<file path="config.mk">
export PLATFORM = sky130hd
export DESIGN_NAME = numeric_string_validator_core_flat
export DESIGN_NICKNAME = d
export VERILOG_FILES = /design/src/hdl/nsv_pkg.sv /design/src/hdl/nsv_char_if.sv /design/src/hdl/nsv_result_if.sv /design/src/hdl/nsv_in_reg.sv /design/src/hdl/nsv_rules.sv /design/src/hdl/nsv_out_reg.sv /design/src/hdl/numeric_string_validator_core.sv /design/src/flat_wrapper.sv
export VERILOG_INCLUDE_DIRS = /design/src /design/src/hdl
export SDC_FILE = /design/constraint.sdc
export NUM_CORES = 1
export LEC_CHECK = 0
export BUFFER_PORTS_ARGS = -buffer_cell sky130_fd_sc_hd__buf_2
export CAP_MARGIN = 30
export CORE_AREA = 2 2 59 61
export DETAILED_ROUTE_END_ITERATION = 16
export DIE_AREA = 0 0 61 63
export GPL_TIMING_DRIVEN = 1
export PLACE_DENSITY = 0.69
export SYNTH_ARGS = -nofsm -noshare
export SYNTH_HDL_FRONTEND = slang
export SYNTH_HIERARCHICAL = 1
export SYNTH_SLANG_ARGS = --single-unit
</file>
<file path="constraint.sdc">
create_clock -name clk -period 2.5 [get_ports clk]
set_input_delay 0.125 -clock clk [delete_from_list [all_inputs] [get_ports clk]]
set_output_delay 0.125 -clock clk [all_outputs]
set_load 0.01 [all_outputs]
</file>
<file path="src/hdl/assert_macros.svh">
// concurrent assertion helpers, compiled out when NO_ASSERTIONS is set
`ifndef ASSERT_MACROS_SVH
`define ASSERT_MACROS_SVH

`ifndef NO_ASSERTIONS

// property holds at every sampled edge outside reset
`define ASSERT_ALWAYS(lbl, clk, rst, prop) \
  lbl: assert property (@(posedge clk) disable iff (rst) (prop)) \
    else $error("assertion failed: always");

// consequent holds in the same cycle as the antecedent
`define ASSERT_IMPLIES(lbl, clk, rst, ante, cons) \
  lbl: assert property (@(posedge clk) disable iff (rst) (ante) |-> (cons)) \
    else $error("assertion failed: implies");

// consequent holds in the cycle after the antecedent
`define ASSERT_NEXT(lbl, clk, rst, ante, cons) \
  lbl: assert property (@(posedge clk) disable iff (rst) (ante) |=> (cons)) \
    else $error("assertion failed: next");

`else

`define ASSERT_ALWAYS(lbl, clk, rst, prop)
`define ASSERT_IMPLIES(lbl, clk, rst, ante, cons)
`define ASSERT_NEXT(lbl, clk, rst, ante, cons)

`endif

`endif

</file>
<file path="src/hdl/nsv_pkg.sv">
package nsv_pkg;

  localparam int CHAR_W = 16;

  localparam logic [CHAR_W-1:0] CH_ZERO  = 16'h0030;
  localparam logic [CHAR_W-1:0] CH_NINE  = 16'h0039;
  localparam logic [CHAR_W-1:0] CH_DOT   = 16'h002E;
  localparam logic [CHAR_W-1:0] CH_MINUS = 16'h002D;
  localparam logic [CHAR_W-1:0] CH_PLUS  = 16'h002B;
  localparam logic [CHAR_W-1:0] CH_COMMA = 16'h002C;

  localparam logic [2:0] COMMA_GAP = 3'd4;
  localparam logic [2:0] SINCE_MAX = 3'd5;
  localparam logic [1:0] POS_FIRST = 2'd0;
  localparam logic [1:0] POS_SECOND = 2'd1;
  localparam logic [1:0] POS_SAT   = 2'd2;

  typedef enum logic [2:0] {
    KIND_DIGIT,
    KIND_DOT,
    KIND_SIGN,
    KIND_COMMA,
    KIND_OTHER
  } char_kind_t;

  typedef struct packed {
    logic [CHAR_W-1:0] char_code;
    logic              last_char;
  } char_item_t;

  typedef struct packed {
    logic [1:0] position;
    logic       first_was_zero;
    logic       first_was_sign;
    logic       sign_then_nondigit;
    logic       dot_seen;
    logic       comma_seen;
    logic [2:0] since_comma;
    logic       failed;
  } token_state_t;

  function automatic char_kind_t classify(input logic [CHAR_W-1:0] c);
    char_kind_t k;
    if (c >= CH_ZERO && c <= CH_NINE) begin
      k = KIND_DIGIT;
    end else if (c == CH_DOT) begin
      k = KIND_DOT;
    end else if (c == CH_MINUS || c == CH_PLUS) begin
      k = KIND_SIGN;
    end else if (c == CH_COMMA) begin
      k = KIND_COMMA;
    end else begin
      k = KIND_OTHER;
    end
    return k;
  endfunction

endpackage

</file>
<file path="src/hdl/nsv_char_if.sv">
interface nsv_char_if;
  logic        valid;
  logic        ready;
  logic [15:0] char_code;
  logic        last_char;

  modport source(output valid, output char_code, output last_char, input ready);
  modport sink(input valid, input char_code, input last_char, output ready);
endinterface

</file>
<file path="src/hdl/nsv_result_if.sv">
interface nsv_result_if;
  logic valid;
  logic ready;
  logic is_valid;

  modport source(output valid, output is_valid, input ready);
  modport sink(input valid, input is_valid, output ready);
endinterface

</file>
<file path="src/hdl/nsv_in_reg.sv">
module nsv_in_reg import nsv_pkg::*; (
  input  logic       clk,
  input  logic       rst,
  input  logic       item_valid,
  output logic       item_ready,
  input  char_item_t item,
  input  logic       take,
  output logic       held_valid,
  output char_item_t held
);

  assign item_ready = !held_valid || take;

  always_ff @(posedge clk) begin
    if (rst) begin
      held_valid <= 1'b0;
    end else if (item_valid && item_ready) begin
      held_valid <= 1'b1;
    end else if (take) begin
      held_valid <= 1'b0;
    end
  end

  // payload needs no reset
  always_ff @(posedge clk) begin
    if (item_valid && item_ready) begin
      held <= item;
    end
  end

endmodule

</file>
<file path="src/hdl/nsv_rules.sv">
`include "assert_macros.svh"

module nsv_rules import nsv_pkg::*; (
  input  logic       clk,
  input  logic       rst,
  input  char_item_t item,
  input  logic       fire,
  output logic       token_ok
);

  token_state_t st;
  token_state_t st_next;
  char_kind_t   kind;
  logic [2:0]   spacing;

  assign kind = classify(item.char_code);
  assign spacing = (st.since_comma >= SINCE_MAX) ? SINCE_MAX : st.since_comma + 3'd1;

  always_comb begin
    st_next  = st;
    token_ok = 1'b0;

    if (st.position == POS_FIRST) begin
      st_next.first_was_zero = (item.char_code == CH_ZERO);
      st_next.first_was_sign = (kind == KIND_SIGN);
    end else if (st.position == POS_SECOND) begin
      if (st.first_was_zero && kind != KIND_DOT) begin
        st_next.failed = 1'b1;
      end
      if (st.first_was_sign && kind != KIND_DIGIT) begin
        st_next.sign_then_nondigit = 1'b1;
      end
    end

    st_next.since_comma = spacing;
    case (kind)
      KIND_DIGIT: begin
      end
      KIND_DOT: begin
        if (st.position == POS_FIRST || st.dot_seen) begin
          st_next.failed = 1'b1;
        end
        st_next.dot_seen = 1'b1;
      end
      KIND_SIGN: begin
        if (st.position != POS_FIRST) begin
          st_next.failed = 1'b1;
        end
      end
      KIND_COMMA: begin
        if (st.position == POS_FIRST || item.last_char) begin
          st_next.failed = 1'b1;
        end
        if (st.comma_seen && spacing != COMMA_GAP) begin
          st_next.failed = 1'b1;
        end
        st_next.comma_seen  = 1'b1;
        st_next.since_comma = 3'd0;
      end
      default: begin
        st_next.failed = 1'b1;
      end
    endcase

    // a lone character must be a digit
    if (kind != KIND_DIGIT && item.last_char && st.position == POS_FIRST) begin
      st_next.failed = 1'b1;
    end

    if (item.last_char) begin
      token_ok = !(st_next.failed ||
                   (st.position >= POS_SAT && st_next.sign_then_nondigit));
      st_next  = '0;
    end else if (st.position < POS_SAT) begin
      st_next.position = st.position + 2'd1;
    end
  end

  always_ff @(posedge clk) begin
    if (rst) begin
      st <= '0;
    end else if (fire) begin
      st <= st_next;
    end
  end

  `ASSERT_ALWAYS(a_pos_sat, clk, rst, st.position <= POS_SAT)
  `ASSERT_ALWAYS(a_since_sat, clk, rst, st.since_comma <= SINCE_MAX)
  `ASSERT_NEXT(a_clear_after_last, clk, rst, fire && item.last_char,
               st.position == POS_FIRST && !st.failed && !st.comma_seen)

endmodule

</file>
<file path="src/hdl/nsv_out_reg.sv">
module nsv_out_reg (
  input  logic clk,
  input  logic rst,
  input  logic load,
  input  logic result_in,
  output logic room,
  output logic result_valid,
  input  logic result_ready,
  output logic result
);

  assign room = !result_valid || result_ready;

  always_ff @(posedge clk) begin
    if (rst) begin
      result_valid <= 1'b0;
    end else if (load) begin
      result_valid <= 1'b1;
    end else if (result_ready) begin
      result_valid <= 1'b0;
    end
  end

  always_ff @(posedge clk) begin
    if (load) begin
      result <= result_in;
    end
  end

endmodule

</file>
<file path="src/hdl/numeric_string_validator_core.sv">
// numeric token checker
// token: one 16-bit character per transaction, last_char set on the final
//   character of a token; tokens follow each other with no gap needed
// verdict: one transaction per token, is_valid high when every rule held
// a character goes from the token channel into an input register, the rule
//   logic updates the token state from it, and a last character loads the
//   result register
// the verdict is registered: a last character passes the input register and
//   then loads the result register once that register has room
// throughput: one character per cycle while no final character waits for the
//   result register, set by the single pass of rule logic between the input register and the token state
// a stalled verdict channel holds the result register; the input register
//   keeps taking non-final characters, and a final character waits there,
//   holding the token channel off, until the result register frees up
// reset clears the token state and both valid flags; the block is ready to
//   take a character once reset is released
`include "assert_macros.svh"

module numeric_string_validator_core import nsv_pkg::*; (
  input logic           clk,
  input logic           rst,
  nsv_char_if.sink      token,
  nsv_result_if.source  verdict
);

  char_item_t in_item;
  char_item_t held;
  logic       held_valid;
  logic       room;
  logic       consume;
  logic       token_ok;
  logic       load;

  assign in_item.char_code = token.char_code;
  assign in_item.last_char = token.last_char;

  // a final character needs space in the result register
  assign consume = held_valid && (!held.last_char || room);
  assign load    = consume && held.last_char;

  nsv_in_reg u_in_reg (
    .clk        (clk),
    .rst        (rst),
    .item_valid (token.valid),
    .item_ready (token.ready),
    .item       (in_item),
    .take       (consume),
    .held_valid (held_valid),
    .held       (held)
  );

  nsv_rules u_rules (
    .clk      (clk),
    .rst      (rst),
    .item     (held),
    .fire     (consume),
    .token_ok (token_ok)
  );

  nsv_out_reg u_out_reg (
    .clk          (clk),
    .rst          (rst),
    .load         (load),
    .result_in    (token_ok),
    .room         (room),
    .result_valid (verdict.valid),
    .result_ready (verdict.ready),
    .result       (verdict.is_valid)
  );

  `ASSERT_NEXT(a_last_gives_verdict, clk, rst, load, verdict.valid)
  `ASSERT_NEXT(a_no_spurious_verdict, clk, rst, !verdict.valid && !load, !verdict.valid)
  `ASSERT_IMPLIES(a_no_overwrite, clk, rst, verdict.valid && !verdict.ready, !load)

endmodule

</file>
<file path="src/flat_wrapper.sv">
// flat-port wrapper written by rule: the top's interface ports become plain ports
module numeric_string_validator_core_flat import nsv_pkg::*;
  (clk, rst, token_valid, token_char_code, token_last_char, token_ready, verdict_valid, verdict_is_valid, verdict_ready);
  nsv_char_if token_i ();
  nsv_result_if verdict_i ();
  input logic clk;
  input logic rst;
  input wire logic [$bits(token_i.valid)-1:0] token_valid;
  input wire logic [$bits(token_i.char_code)-1:0] token_char_code;
  input wire logic [$bits(token_i.last_char)-1:0] token_last_char;
  output wire logic [$bits(token_i.ready)-1:0] token_ready;
  output wire logic [$bits(verdict_i.valid)-1:0] verdict_valid;
  output wire logic [$bits(verdict_i.is_valid)-1:0] verdict_is_valid;
  input wire logic [$bits(verdict_i.ready)-1:0] verdict_ready;
  assign token_i.valid = token_valid;
  assign token_i.char_code = token_char_code;
  assign token_i.last_char = token_last_char;
  assign token_ready = token_i.ready;
  assign verdict_valid = verdict_i.valid;
  assign verdict_is_valid = verdict_i.is_valid;
  assign verdict_i.ready = verdict_ready;
  numeric_string_validator_core u_core (.clk(clk), .rst(rst), .token(token_i), .verdict(verdict_i));
endmodule
</file>
Yosys cells after proc, flatten, opt, wreduce, memory -nomap -nowiden
Index checks and enable logic that the tools add are counted.
Storage, ports and cells
  bits in registers: 31
  input port bits: 21
  output and inout bits: 3
  word-level logic and storage cells: 93
Cells by class
  add/subtract/negate cells: 2
  order comparisons: 5
  eq/ne operators: 11
  mux-type cells: 27
  reduce and logical (&&, ||, !) cells: 35
Operators with widths (number)
  == test 16 x 6 -> 1 bit, second input constant: 5
  greater-or-equal comparator 16 x 6 -> 1 bit, second input constant: 1
  less-or-equal comparator 16 x 6 -> 1 bit, second input constant: 1
  2-to-1 mux 1 bit: 16
  2-to-1 mux 3 bit: 5
  nonzero test 2 bit: 7
  logical AND 1 bit: 10
  2-to-1 mux 9 bit: 1
  AND reduction 2 bit: 4
  logical OR 1 bit: 7
  == test 3 x 2 -> 1 bit, second input constant: 2
  2-to-1 mux 2 bit: 3
  logical NOT 1 bit: 4
  2-to-1 mux 4 bit: 1
  case mux 1 bit (4 select lines): 1
  adder 3 x 1 -> 3 bit, second input constant: 1
  == test 3 x 1 -> 1 bit, second input constant: 1
  greater-or-equal comparator 3 bit, second input constant: 1
  logical NOT 3 bit: 1
  inequality test 3 x 1 -> 1 bit, second input constant: 1
  inequality test 3 bit, second input constant: 1
  nonzero test 3 bit: 1
  adder 2 x 1 -> 2 bit, second input constant: 1
  == test 2 x 1 -> 1 bit, second input constant: 1
  3 further kinds: 3

Logic depth before layout (Yosys ltp)
  depth in word-level cells: 16
  gate-level depth with buffers: 7
  depth with buffers taken out: 7

Hierarchy
The synthesis kept the hierarchy.
By module, submodules not included
  nsv_rules: instances 1, cells each 110, area an instance 857.1 um^2, seq. area each 220.2 um^2
  nsv_in_reg: instances 1, cells each 22, area an instance 565.5 um^2, seq. area each 530.5 um^2
  nsv_out_reg: instances 1, cells each 5, area an instance 76.3 um^2, seq. area each 50.0 um^2
  numeric_string_validator_core: instances 1, cells each 3, area an instance 18.8 um^2, seq. area each 0.0 um^2

Least setup slack after synthesis
OpenSTA, ideal clock, no wires.
  path type: flip-flop to flip-flop
  from: reg u_core/u_rules/st[2] (netlist name)
  to: reg u_core.u_out_reg.result (data pin)
  library setup time: 182 ps
  arrival time: 1560 ps
  required time: 2318 ps
  path slack: 759 ps
  stages on the path, launching flop included: 8
  path buffers: 0
  period minus slack after synthesis: 1741 ps
  path through: dfxtp_1 > inv_1 > ha_1 > nor4b_1 > o211ai_1 > a211oi_1 > nor3_1 > nor4b_1
Between the ends
  longest elaborated chain between the ends: 9
  elaborated cells on any way between the ends: 10
  those cells by class: add/sub (1); order compare (1); eq/ne (1); mux (4); reduce/logical (3)
Ends and longest elaborated chain
  start, declared: RTL line nsv_rules.sv:11  | token_state_t st;
  start signal, assigned: RTL line nsv_rules.sv:83  | st <= st_next;
  adder 3 x 1 -> 3 bit or greater-or-equal comparator 3 bit (tied branches): RTL line nsv_rules.sv:17  | assign spacing = (st.since_comma >= SINCE_MAX) ? SINCE_MAX : st.since_comma + 3'd1;
  2-to-1 mux 3 bit *: RTL line nsv_rules.sv:17
  inequality test 3 bit *: RTL line nsv_rules.sv:54  | if (st.comma_seen && spacing != COMMA_GAP) begin
  logical AND 1 bit *: RTL line nsv_rules.sv:54
  2-to-1 mux 1 bit *: RTL line nsv_rules.sv:54
  case mux 1 bit (4 select lines) *: RTL line nsv_rules.sv:36  | case (kind)
  2-to-1 mux 1 bit *: RTL line nsv_rules.sv:66  | if (kind != KIND_DIGIT && item.last_char && st.position == POS_FIRST) begin
  logical OR 1 bit *: RTL line nsv_rules.sv:71  | token_ok = !(st_next.failed ||
  logical NOT 1 bit *: RTL line nsv_rules.sv:71
  end signal, assigned: RTL line nsv_out_reg.sv:26  | result <= result_in;
  end, declared: RTL line nsv_out_reg.sv:9  | output logic result
Mark *: on every way between the ends. The rest lies on a longest branch, timed or not.
A chain may end at the register's enable or synchronous reset.

Worst setup path in the final report
Same ends and word-level chain as after synthesis.

==> results.cfg <==
[run_status]
run_status = complete, no violations

[clocking]
clock-root-buffer = clkbuf_4
clkTransAtPathRegs_ns = 0.10
numCtsBuffers = 5
cts.path.max_buffers = 2
cts_resized = 0
htreeDepth = 2
clkSinkCount = 31
cts_tree = yes
insertion_delay_ns = 0.34
post_cts_buffers = 0

[sta]
setup_viol = 0
finalHoldViolations = 0
slew_viol_final = 0
fin_tns_setup_ns = 0
fin_skew_ns = 0.00844
tightest_slew_ns = 0.320
rsz0062_at_grt = false
final.setup.worst_slack_ns = 0.446
max_freq_ghz = 0.487
timing.slew.headroom_pct = 78.4
post-route-min-period_ns = 2.05
fin_crit_sh_pct = 82.2

[min_path]
min_from = token_valid
hold_path_class = input port to flop

[floorplanning]
die_w_um = 61
core_um2 = 3230
ios = 24
dieHeight_um = 63
initial_core_util_pct = 47.0
die-area_um2 = 3840
rows = 21

[critical_path]
cp_max_fo = 5
worstSetupStartpoint = u_core/u_rules/st[2]
end_kind = flop
r2r_start = u_core/u_rules/st[2]
cp_cell_sequence = inv_1 > ha_1 > nor4b_1 > o211ai_1 > a211oi_1 > nor3_1 > nor4b_1
cp_slowest_cell = dfxtp_1
cpPeakStageDelay_ns = 0.41
start_kind = flop
critical_path_class = flop to flop
crit_arrival_ns = 2.19
required_ns = 2.64
critPathMostFrequentCell = nor4b_1

[placement]
place_area_um2 = 1680
pre_cts_ws_ns = 0.487
io_buffer_count = 23
gp_congestion = 0.912
place_inst = 208
hpwl_mm = 2.01

[cells_and_area]
finalInstanceArea_um2 = 1910
diodes = 0
finalNonFillerCells = 233
design.final.nets = 212
drive_gt1_share_pct = 23.0
area_growth_pct = 25.6

[synthesis]
yosysSeqAreaShare_pct = 52.8
netlist_top_cells_count = edfxtp_1, a21oi_1, dfxtp_1
synth_area_leaders = edfxtp_1, dfxtp_1, a21oi_1
synth_nets = 166
synth_area_leader_cell = edfxtp_1
synth_seq_cells = 31
ys_types = 43
yosysMostFrequentCell = edfxtp_1
avgSynthCellArea_um2 = 10.8
synth_area_um2 = 1520
syn_inst = 140
synthArstFlopShare_pct = 0
synthFlopType = edfxtp_1
synth_top_area_share_pct = 35.6
synth_warnings = 6
synth_edf_count = 18

[global_routing]
grt_pass1_wl_mm = 5.14
grt.total_usage_pct = 18.1
grt_pass1_vias = 1193
antenna_found_initial = 0
grt_max_degree = 18
overflow = 0

[detailed_routing]
wl_per_cell_um = 13.4
drt_first_pass_iters = 4
via_per_inst = 5.29
drc_errors = 0
antenna_left = 0
num_vias = 1232
first_iter_violations = 22
drt-total-wl_mm = 3.12

[pwr]
vdd_drop_max_v = 0.000426
power.leakage_nw = 0.702
power_uw = 989
pwr_density_cell_nw_per_um2 = 519

[job]
max_cap_viol_count = 0
-- cells in the final DEF, fill, tap and decap left out, types with 2 or more instances in the layout --
cell type	n
nand3_1	6
edfxtp_1	18
and3_1	2
o21ai_0	5
o31a_1	2
nand2b_1	3
nor3_1	8
a21oi_1	13
nor2b_1	3
inv_1	11
dfxtp_1	13
nand2b_4	2
clkinv_1	2
buf_2	23
dlygate4sd3_1	17
nor2_1	10
clkbuf_4	5
ha_1	5
nand2_1	7
a21oi_2	2
nor4b_1	3
-- worst max-delay path: cells and delay by family (launching register included) --
| family | cells | cell delay (ns) |
|---|---|---|
| AO/OA/AOI/OAI | 2 | 0.47 |
| adder cells (fa/ha/maj) | 1 | 0.19 |
| buffers and inverters | 1 | 0.07 |
| flip-flops | 1 | 0.41 |
| AND/OR/NAND/NOR | 3 | 0.72 |
-- logic make-up (layout without fill, tap and decap cells) --
logic type      count (synthesis)  after routing  synth area share [%]
flops                          31             31                  52.8
fa+ha+maj                       5              5                  4.12
xor+xnor                        1              1                 0.577
compound gates                 30             30                  12.4
buf+inv                        13             60                  3.71
simple gates                   60             60                  26.4
-- report_power, final --
group	internal, mW	switching (mW)
clock network	0.103	0.179
registers	0.568	0.0262
logic	0.0600	0.0530
-- stage by stage --
stage | hold WS, ns | util [%]
finish | 0.0270 | 59.0
detailed placement | 0.303 | 52.1
global route | 0.0312 | 59.0
global placement | 0.302 | 52.1
CTS | 0.0182 | 59.0
floorplan | 0.187 | -
-- repair_timing --
| action | in CTS | in global routing |
|---|---|---|
| hold buffers | 17 | 0 |
| endpoints found under the hold margin | 17 | 0 |
| endpoints found under the setup margin | 0 | 0 |
-- metal layers --
layer,vias to the layer above,share of wire [%],GRT usage (%)
met5,-,0,0
met4,0,2.1,7.88
met3,8,4.7,6.00
met2,38,50,29.3
met1,574,43,21.5
li1,612,-,-
-- final timing paths --
path	end	slack, ns	cells past startpoint
worst max-delay path	u_core/u_out_reg/result	0.45	7
worst min-delay path	u_core/u_in_reg/held_valid	0.03	3
worst max register to register	u_core/u_out_reg/result	0.45	7
worst min register to register	u_core/u_rules/st[6]	0.46	2
-- sequential cells by signal, indices dropped and copies added (netlist names) --
| name | cells |
|---|---|
| u_core/u_in_reg/held | 17 |
| u_core/u_out_reg/result | 1 |
| u_core/u_out_reg/result_valid | 1 |
| u_core/u_in_reg/held_valid | 1 |
| u_core/u_rules/st | 11 |
-- cell type report --
cell class	count	area [um2]
Tap cell	46	57.6
Timing Repair Buffer	41	293
Multi-Input combinational cell	96	661
Clock inverter	3	15.0
Clock buffer	5	37.5
Sequential cell	31	801
Inverter	11	41.3
Fill cell	267	1330
(Power assumes the default switching activity.)
